<file path="src/design/spcd_pkg.sv">
// Types, constants and helper functions shared by the stereo pop/click detector.
package spcd_pkg;

   localparam int SAMPLE_BITS = 24;
   localparam int REG_BITS    = 24;
   localparam int OUT_CNT_BITS  = 32;
   localparam int OUT_PEAK_BITS = 24;
   localparam int CSR_IDX_BITS  = 1;

   localparam logic [CSR_IDX_BITS-1:0] REG_JUMP_LIMIT    = 1'b0;
   localparam logic [CSR_IDX_BITS-1:0] REG_SILENCE_LIMIT = 1'b1;

   localparam logic [REG_BITS-1:0] JUMP_LIMIT_RESET    = 24'd1258291;
   localparam logic [REG_BITS-1:0] SILENCE_LIMIT_RESET = 24'd8;

   localparam logic OP_FRAME = 1'b0;
   localparam logic OP_TICK  = 1'b1;

   localparam logic KIND_FRAME  = 1'b0;
   localparam logic KIND_REPORT = 1'b1;

   localparam logic [1:0] STATUS_EMPTY = 2'd0;
   localparam logic [1:0] STATUS_CLEAN = 2'd1;
   localparam logic [1:0] STATUS_POPS  = 2'd2;

   typedef struct packed {
      logic                          operation;
      logic signed [SAMPLE_BITS-1:0] left_sample;
      logic signed [SAMPLE_BITS-1:0] right_sample;
   } spcd_req_type;

   typedef struct packed {
      logic                     kind;
      logic                     pop_detected;
      logic [OUT_CNT_BITS-1:0]  window_frames;
      logic [OUT_CNT_BITS-1:0]  window_pops;
      logic [OUT_PEAK_BITS-1:0] peak_jump_left;
      logic [OUT_PEAK_BITS-1:0] peak_jump_right;
      logic [1:0]               window_status;
      logic [OUT_CNT_BITS-1:0]  all_pops;
      logic [OUT_CNT_BITS-1:0]  all_frames;
      logic [OUT_CNT_BITS-1:0]  silent_count;
   } spcd_rsp_type;

   typedef struct packed {
      logic                   now_silent;
      logic                   checked;
      logic                   pop;
      logic [SAMPLE_BITS-1:0] jump_left;
      logic [SAMPLE_BITS-1:0] jump_right;
   } spcd_eval_type;

   function automatic logic [SAMPLE_BITS-1:0] spcd_mag(input logic [SAMPLE_BITS-1:0] x);
      spcd_mag = x[SAMPLE_BITS-1] ? (~x + 1'b1) : x;
   endfunction

   // |a - b| on one extra bit; always fits SAMPLE_BITS unsigned
   function automatic logic [SAMPLE_BITS-1:0] spcd_jump(input logic [SAMPLE_BITS-1:0] a,
                                                        input logic [SAMPLE_BITS-1:0] b);
      logic [SAMPLE_BITS:0] diff;
      logic [SAMPLE_BITS:0] absd;
      diff = {a[SAMPLE_BITS-1], a} - {b[SAMPLE_BITS-1], b};
      absd = diff[SAMPLE_BITS] ? (~diff + 1'b1) : diff;
      spcd_jump = absd[SAMPLE_BITS-1:0];
   endfunction

endpackage

</file>
<file path="src/design/stereo_pop_click_detector.sv">
// Stereo pop/click detector top level: input register, settings, result register.
// A word accepted into the input register is evaluated and written to the result register,
// which drives rsp_valid. One word per cycle while rsp_stall does not hold the result word;
// the path from the input register through the jump compare and counter update is combinational.
// Reset (synchronous) empties both registers, clears samples and counters and
// restores the jump threshold and silence_limit to their defaults.
module stereo_pop_click_detector #(
   parameter int COUNT_BITS = 32
) (
   input  logic                               clock,
   input  logic                               reset,
   input  logic                               req_valid,
   output logic                               req_stall,
   input  spcd_pkg::spcd_req_type             req_data,
   output logic                               rsp_valid,
   input  logic                               rsp_stall,
   output spcd_pkg::spcd_rsp_type             rsp_data,
   input  logic                               csr_wr_en,
   input  logic [spcd_pkg::CSR_IDX_BITS-1:0]  csr_index,
   input  logic [spcd_pkg::REG_BITS-1:0]      csr_wdata
);
   import spcd_pkg::*;

   logic [REG_BITS-1:0] jump_limit_ff;
   logic [REG_BITS-1:0] silence_limit_ff;
   logic                in_valid_ff,  in_valid_in;
   spcd_req_type        in_data_ff;
   logic                rsp_valid_ff, rsp_valid_in;
   spcd_rsp_type        rsp_data_ff;
   logic                advance;
   logic                go;
   logic                req_take;
   spcd_eval_type       eval;
   spcd_rsp_type        result;

   assign advance   = !rsp_valid_ff || !rsp_stall;
   assign go        = in_valid_ff && advance;
   assign req_stall = in_valid_ff && !advance;
   assign req_take  = req_valid && !req_stall;
   assign rsp_valid = rsp_valid_ff;
   assign rsp_data  = rsp_data_ff;

   always_comb begin
      in_valid_in = in_valid_ff;
      if (req_take)
         in_valid_in = 1'b1;
      else if (go)
         in_valid_in = 1'b0;
      rsp_valid_in = rsp_valid_ff;
      if (go)
         rsp_valid_in = 1'b1;
      else if (rsp_valid_ff && !rsp_stall)
         rsp_valid_in = 1'b0;
   end

   always_ff @(posedge clock) begin
      if (reset) begin
         in_valid_ff  <= 1'b0;
         rsp_valid_ff <= 1'b0;
      end else begin
         in_valid_ff  <= in_valid_in;
         rsp_valid_ff <= rsp_valid_in;
      end
   end

   always_ff @(posedge clock) begin
      if (req_take)
         in_data_ff <= req_data;
      if (go)
         rsp_data_ff <= result;
   end

   always_ff @(posedge clock) begin
      if (reset) begin
         jump_limit_ff    <= JUMP_LIMIT_RESET;
         silence_limit_ff <= SILENCE_LIMIT_RESET;
      end else if (csr_wr_en) begin
         unique case (csr_index)
            REG_JUMP_LIMIT:    jump_limit_ff    <= csr_wdata;
            REG_SILENCE_LIMIT: silence_limit_ff <= csr_wdata;
            default: begin
            end
         endcase
      end
   end

   spcd_frame_eval u_frame_eval (
      .clock         (clock),
      .reset         (reset),
      .go            (go),
      .item          (in_data_ff),
      .jump_limit    (jump_limit_ff),
      .silence_limit (silence_limit_ff),
      .eval          (eval)
   );

   spcd_window_stats #(
      .COUNT_BITS (COUNT_BITS)
   ) u_window_stats (
      .clock     (clock),
      .reset     (reset),
      .go        (go),
      .operation (in_data_ff.operation),
      .eval      (eval),
      .result    (result)
   );

endmodule

</file>
<file path="src/design/spcd_frame_eval.sv">
// Silence test, per-channel jump and pop decision; holds the previous frame.
module spcd_frame_eval (
   input  logic                             clock,
   input  logic                             reset,
   input  logic                             go,
   input  spcd_pkg::spcd_req_type           item,
   input  logic [spcd_pkg::REG_BITS-1:0]    jump_limit,
   input  logic [spcd_pkg::REG_BITS-1:0]    silence_limit,
   output spcd_pkg::spcd_eval_type          eval
);
   import spcd_pkg::*;

   logic [SAMPLE_BITS-1:0] last_left_ff;
   logic [SAMPLE_BITS-1:0] last_right_ff;
   logic                   was_silent;

   always_comb begin
      was_silent = (spcd_mag(last_left_ff) < silence_limit) &&
                   (spcd_mag(last_right_ff) < silence_limit);
      eval.now_silent = (spcd_mag(item.left_sample) < silence_limit) &&
                        (spcd_mag(item.right_sample) < silence_limit);
      eval.checked    = !eval.now_silent && !was_silent;
      eval.jump_left  = spcd_jump(item.left_sample, last_left_ff);
      eval.jump_right = spcd_jump(item.right_sample, last_right_ff);
      eval.pop        = eval.checked &&
                        ((eval.jump_left > jump_limit) || (eval.jump_right > jump_limit));
   end

   always_ff @(posedge clock) begin
      if (reset) begin
         last_left_ff  <= '0;
         last_right_ff <= '0;
      end else if (go && item.operation == OP_FRAME) begin
         last_left_ff  <= item.left_sample;
         last_right_ff <= item.right_sample;
      end
   end

endmodule

</file>
<file path="src/design/spcd_window_stats.sv">
// Window peaks, saturating window and total counters, and result assembly.
module spcd_window_stats #(
   parameter int COUNT_BITS = 32
) (
   input  logic                    clock,
   input  logic                    reset,
   input  logic                    go,
   input  logic                    operation,
   input  spcd_pkg::spcd_eval_type eval,
   output spcd_pkg::spcd_rsp_type  result
);
   import spcd_pkg::*;

   logic [SAMPLE_BITS-1:0] peak_left_ff,   peak_left_in;
   logic [SAMPLE_BITS-1:0] peak_right_ff,  peak_right_in;
   logic [COUNT_BITS-1:0]  win_pops_ff,    win_pops_in;
   logic [COUNT_BITS-1:0]  win_frames_ff,  win_frames_in;
   logic [COUNT_BITS-1:0]  tot_pops_ff,    tot_pops_in;
   logic [COUNT_BITS-1:0]  tot_frames_ff,  tot_frames_in;
   logic [COUNT_BITS-1:0]  tot_silent_ff,  tot_silent_in;

   function automatic logic [COUNT_BITS-1:0] sat_inc(input logic [COUNT_BITS-1:0] c);
      sat_inc = (&c) ? c : c + 1'b1;
   endfunction

   function automatic logic [1:0] win_status(input logic [COUNT_BITS-1:0] frames,
                                             input logic [COUNT_BITS-1:0] pops);
      if (frames == '0)
         win_status = STATUS_EMPTY;
      else if (pops != '0)
         win_status = STATUS_POPS;
      else
         win_status = STATUS_CLEAN;
   endfunction

   always_comb begin
      peak_left_in  = peak_left_ff;
      peak_right_in = peak_right_ff;
      win_pops_in   = win_pops_ff;
      win_frames_in = win_frames_ff;
      tot_pops_in   = tot_pops_ff;
      tot_frames_in = tot_frames_ff;
      tot_silent_in = tot_silent_ff;
      result        = '0;

      unique case (operation)
         OP_TICK: begin
            result.kind            = KIND_REPORT;
            result.pop_detected    = 1'b0;
            result.window_frames   = OUT_CNT_BITS'(win_frames_ff);
            result.window_pops     = OUT_CNT_BITS'(win_pops_ff);
            result.peak_jump_left  = OUT_PEAK_BITS'(peak_left_ff);
            result.peak_jump_right = OUT_PEAK_BITS'(peak_right_ff);
            result.window_status   = win_status(win_frames_ff, win_pops_ff);
            peak_left_in  = '0;
            peak_right_in = '0;
            win_pops_in   = '0;
            win_frames_in = '0;
         end
         OP_FRAME: begin
            if (eval.checked && eval.jump_left > peak_left_ff)
               peak_left_in = eval.jump_left;
            if (eval.checked && eval.jump_right > peak_right_ff)
               peak_right_in = eval.jump_right;
            if (eval.pop) begin
               win_pops_in = sat_inc(win_pops_ff);
               tot_pops_in = sat_inc(tot_pops_ff);
            end
            if (eval.now_silent)
               tot_silent_in = sat_inc(tot_silent_ff);
            win_frames_in = sat_inc(win_frames_ff);
            tot_frames_in = sat_inc(tot_frames_ff);
            result.kind            = KIND_FRAME;
            result.pop_detected    = eval.pop;
            result.window_frames   = OUT_CNT_BITS'(win_frames_in);
            result.window_pops     = OUT_CNT_BITS'(win_pops_in);
            result.peak_jump_left  = OUT_PEAK_BITS'(peak_left_in);
            result.peak_jump_right = OUT_PEAK_BITS'(peak_right_in);
            result.window_status   = win_status(win_frames_in, win_pops_in);
         end
         default: begin
         end
      endcase

      result.all_pops     = OUT_CNT_BITS'(tot_pops_in);
      result.all_frames   = OUT_CNT_BITS'(tot_frames_in);
      result.silent_count = OUT_CNT_BITS'(tot_silent_in);
   end

   always_ff @(posedge clock) begin
      if (reset) begin
         peak_left_ff  <= '0;
         peak_right_ff <= '0;
         win_pops_ff   <= '0;
         win_frames_ff <= '0;
         tot_pops_ff   <= '0;
         tot_frames_ff <= '0;
         tot_silent_ff <= '0;
      end else if (go) begin
         peak_left_ff  <= peak_left_in;
         peak_right_ff <= peak_right_in;
         win_pops_ff   <= win_pops_in;
         win_frames_ff <= win_frames_in;
         tot_pops_ff   <= tot_pops_in;
         tot_frames_ff <= tot_frames_in;
         tot_silent_ff <= tot_silent_in;
      end
   end

endmodule

</file>
<file path="config.mk">
export PLATFORM = sky130hd
export DESIGN_NAME = stereo_pop_click_detector
export DESIGN_NICKNAME = d
export VERILOG_FILES = /design/src/design/spcd_pkg.sv /design/src/design/stereo_pop_click_detector.sv /design/src/design/spcd_frame_eval.sv /design/src/design/spcd_window_stats.sv
export SDC_FILE = /design/constraint.sdc
export NUM_CORES = 2
export LEC_CHECK = 0
export BUFFER_PORTS_ARGS = -buffer_cell sky130_fd_sc_hd__buf_2
export CORE_MARGIN = 10
export CORE_UTILIZATION = 50
export CTS_CLUSTER_DIAMETER = 50
export DETAILED_ROUTE_END_ITERATION = 10
export PLACE_DENSITY = 0.65
export SLEW_MARGIN = 20
export SYNTH_ARGS = -nofsm -noshare
export SYNTH_HDL_FRONTEND = slang
export SYNTH_SLANG_ARGS = --single-unit
</file>
<file path="constraint.sdc">
create_clock -name clock -period 10.3 [get_ports clock]
set_input_delay 1.545 -clock clock [delete_from_list [all_inputs] [get_ports clock]]
set_output_delay 1.545 -clock clock [all_outputs]
set_load 0.1 [all_outputs]
</file>
==> impl_results.md <==
- CTS sink count: approximately 570
- Leak: between 0.01 and 0.015 uW
- Routed Wire Length: between 90 and 100 mm
- DR vias/cell: ~5.7
- TritonCTS clock tree: done
- Critical Path AT: ~8400 ps
- Max Fclk: roughly 120 MHz
- Kind of critical path: reg -> reg
- DR WL/cell: roughly 19 um
- Global route overflow: 0
- Ys Warns: 0
- Worst hold start: silence_limit_ff[19]
- Ys flop type: dfxtp_1
- Die W: between 200 and 300 um
- Post-CTS sizing: 0
- Clock-pin slew of the registers on the worst-case setup and hold paths: roughly 60 ps
- Drt pass-1 iters: 6
- First-pass GRT wire length: between 100 and 150 mm
- Core region area: 67,630 um2
- H-Tree Level Count: 3
- Pwr Density: between 150 and 200 nW/um2
- Worst skew pair latency: between 600 and 700 ps
- Fin. max-slew vios: 0
- Final hold vios: 0
- Yosys cell types: 90
- Sequential area share after synthesis: approximately two fifths
- Final Util: about 58%
- Element type at the critical path end: register
- Pin count of the biggest net entering global routing: between 100 and 150
- Port-buffer cells: 292
- Mapped Nets: roughly 4,200
- Final #Nets: between 4,000 and 5,000
- #FFs+latches synth: about 570
- Iter 0 DRT Violations: between 2,000 and 2,500
- Vias in the first global route: 26,612
- Mapped Area: 34,310 um2
- Slowest stage delay, CP: ~830 ps
- Overall Global Routing Usage: 23.38%
- Clock Skew: 22.10 ps
- Outcome: completed
- Die ar.: roughly 80,000 um2
- CP Launch Type: register
- Slew @ Worst Pin: 1113 ps
- Async SR Flop Fraction: 0%
- CP Launch Point: in_data_ff[24]
- CTS root buf: clkbuf_16
- Vias: around 29,000
- Number of synthesized flops with an enable pin: between 200 and 300
- Launch point of the worst reg-to-reg path: in_data_ff[24]
- Max Buffers Root-to-Sink: 3
- Cell count after synthesis: 3,888
- Req. time, crit path: ~11,000 ps
- WP buf/inv: 1
- Post-route insts no fill: roughly 5,000
- Fraction of layout cells with a size suffix above 1: between 10% and 20%
- Post-CTS Setup Bufs: 0
- RSZ-0062 raised after global routing: no
- Antenna-violating nets left: 0
- Slowest cell on the critical path: nor2_1
- Post-route DRC: 0
- Initial antenna violation count: 2
- Post-DP HPWL: 70.65 mm
- Area Overhead vs Synth: 13.49%
- Starting density of the core: 50.73%
- Chip height: between 200 and 300 um
- Class of the worst hold path: reg -> reg
- Syn Area/Cell: around 8.8 um2
- TritonCTS buffer count: between 70 and 80
- Max FO, Critical Path: 14
- Top Ports: a little under 300
- Routability Congestion: about 0.94
- Setup TNS: 0 ps
- Critical path's top delay family: compound AO/OA/AOI/OAI gates
- Fin crit period: slightly above 8000 ps
- Max-cap viol count: 0
- Placed Instances: a little under 5,000
- Cell row count: 95
- Maximum vdd drop: 0.1324 mV
- Tcrit/Tclk final: about four fifths
- Setup-failing EPs final: 0
- # diodes: 0
- Relative slew slack: 25.78%
- Post-CTS Hold Buffers: 0
==> worst reg2reg max path, cell delays in order (launching register included) <==
cell	delay (ps)
edfxtp_1	450
inv_1	90
ha_1	250
fa_1	420
nor2b_1	180
o2111ai_1	210
a311o_1	420
a211oi_1	220
o21ai_0	110
a21oi_1	380
nand2_1	140
a31oi_1	810
a21oi_1	110
xnor2_1	390
ha_1	230
and4_1	250
nand4_1	130
nor3_1	290
o31ai_1	120
nand3_1	150
a22o_1	260
nand2_1	350
nor2_1	840
a41oi_1	220
nor4b_1	390
nand4_1	220
o2bb2ai_1	170
==> final cells by class <==
class	instances	area [um2]
multi-input combinational	2930	18930
inverter	187	709.4
fill	6096	28690
tap	873	1092
sequential	567	13960
clock inverter	55	614.3
timing repair buffer	313	1629
clock buffer	87	2006
==> cells in the final DEF, fill, tap and decap left out, types with 43 or more instances in the layout <==
cell	n
nand2_1	432
nor2_1	388
a21oi_1	330
dfxtp_1	306
buf_2	291
xnor2_1	266
edfxtp_1	261
ha_1	249
inv_1	185
o21ai_0	165
xor2_1	156
nand3_1	127
nor3_1	103
nand4_1	86
clkbuf_16	78
or3_1	52
and3_1	43
==> cells in the mapped netlist, drive strengths merged (33+ instances only) <==
| cell type | n | share of area, % |
|---|---|---|
| ha | 249 | 9.1 |
| nor4 | 39 | 0.77 |
| dfxtp | 306 | 18 |
| edfxtp | 261 | 23 |
| nand2 | 434 | 4.7 |
| o21ai | 167 | 2.4 |
| or3 | 52 | 0.95 |
| o31ai | 33 | 0.72 |
| and3 | 44 | 0.82 |
| nand3 | 127 | 1.9 |
| inv | 186 | 2.0 |
| nor2 | 390 | 4.3 |
| a21o | 42 | 0.93 |
| xor2 | 156 | 4.0 |
| nand4 | 87 | 1.6 |
| nor3 | 107 | 1.6 |
| clkbuf | 190 | 2.1 |
| a21oi | 332 | 4.9 |
| xnor2 | 266 | 6.8 |
==> through the flow <==
step           hold slack [ps]  area [um2]  power [uW]  setup slack [ps]
3_5_place_dp             446.5       36320        4187              2298
6_report                 453.9       38940        6856              2244
5_1_grt                  468.1       38940        7153              1588
3_3_place_gp             440.8       36320        4177              2480
2_1_floorplan            431.9       34310        3793              1528
4_1_cts                  453.9       38940        6906              2291
==> cells by family after synthesis <==
group,share of synthesized area (%)
buf+inv,4.303
fa+ha+maj,9.196
xor+xnor,10.77
mux,0.6017
compound gates,14.35
simple gates,20.09
flops,40.69
==> path summary, 6_finish.rpt <==
check	end	slack, ps	depth (start not counted)
worst max register to register	rsp_data[97]	2240	26
worst min register to register	silence_limit_ff[19]	450	2
worst min-delay path	silence_limit_ff[19]	450	2
worst max-delay path	rsp_data[97]	2240	26
==> sequential cells by signal, summed over array words and instances, names as in the netlist, 32 cells and up <==
name and cells:
in_data_ff 49, u_window_stats.tot_frames_ff 32, u_window_stats.win_frames_ff 32, u_window_stats.tot_pops_ff 32
u_window_stats.tot_silent_ff 32, rsp_data 212, u_window_stats.win_pops_ff 32
==> layer usage <==
metal	GRT usage [%]	vias to the layer above	wire length, um
li1	-	14186	-
met1	30.08	13426	41360
met2	39.24	842	45380
met3	3.712	185	5859
met4	8.364	4	3387
met5	0	-	27
==> report_power, final <==
group	switching, uW	internal [uW]	leakage, uW
Sequential	65.7	2470	0.00489
Clock	1110	1600	0.00127
Combinational	1170	450	0.00859
Power figures use the tool's default switching activity.
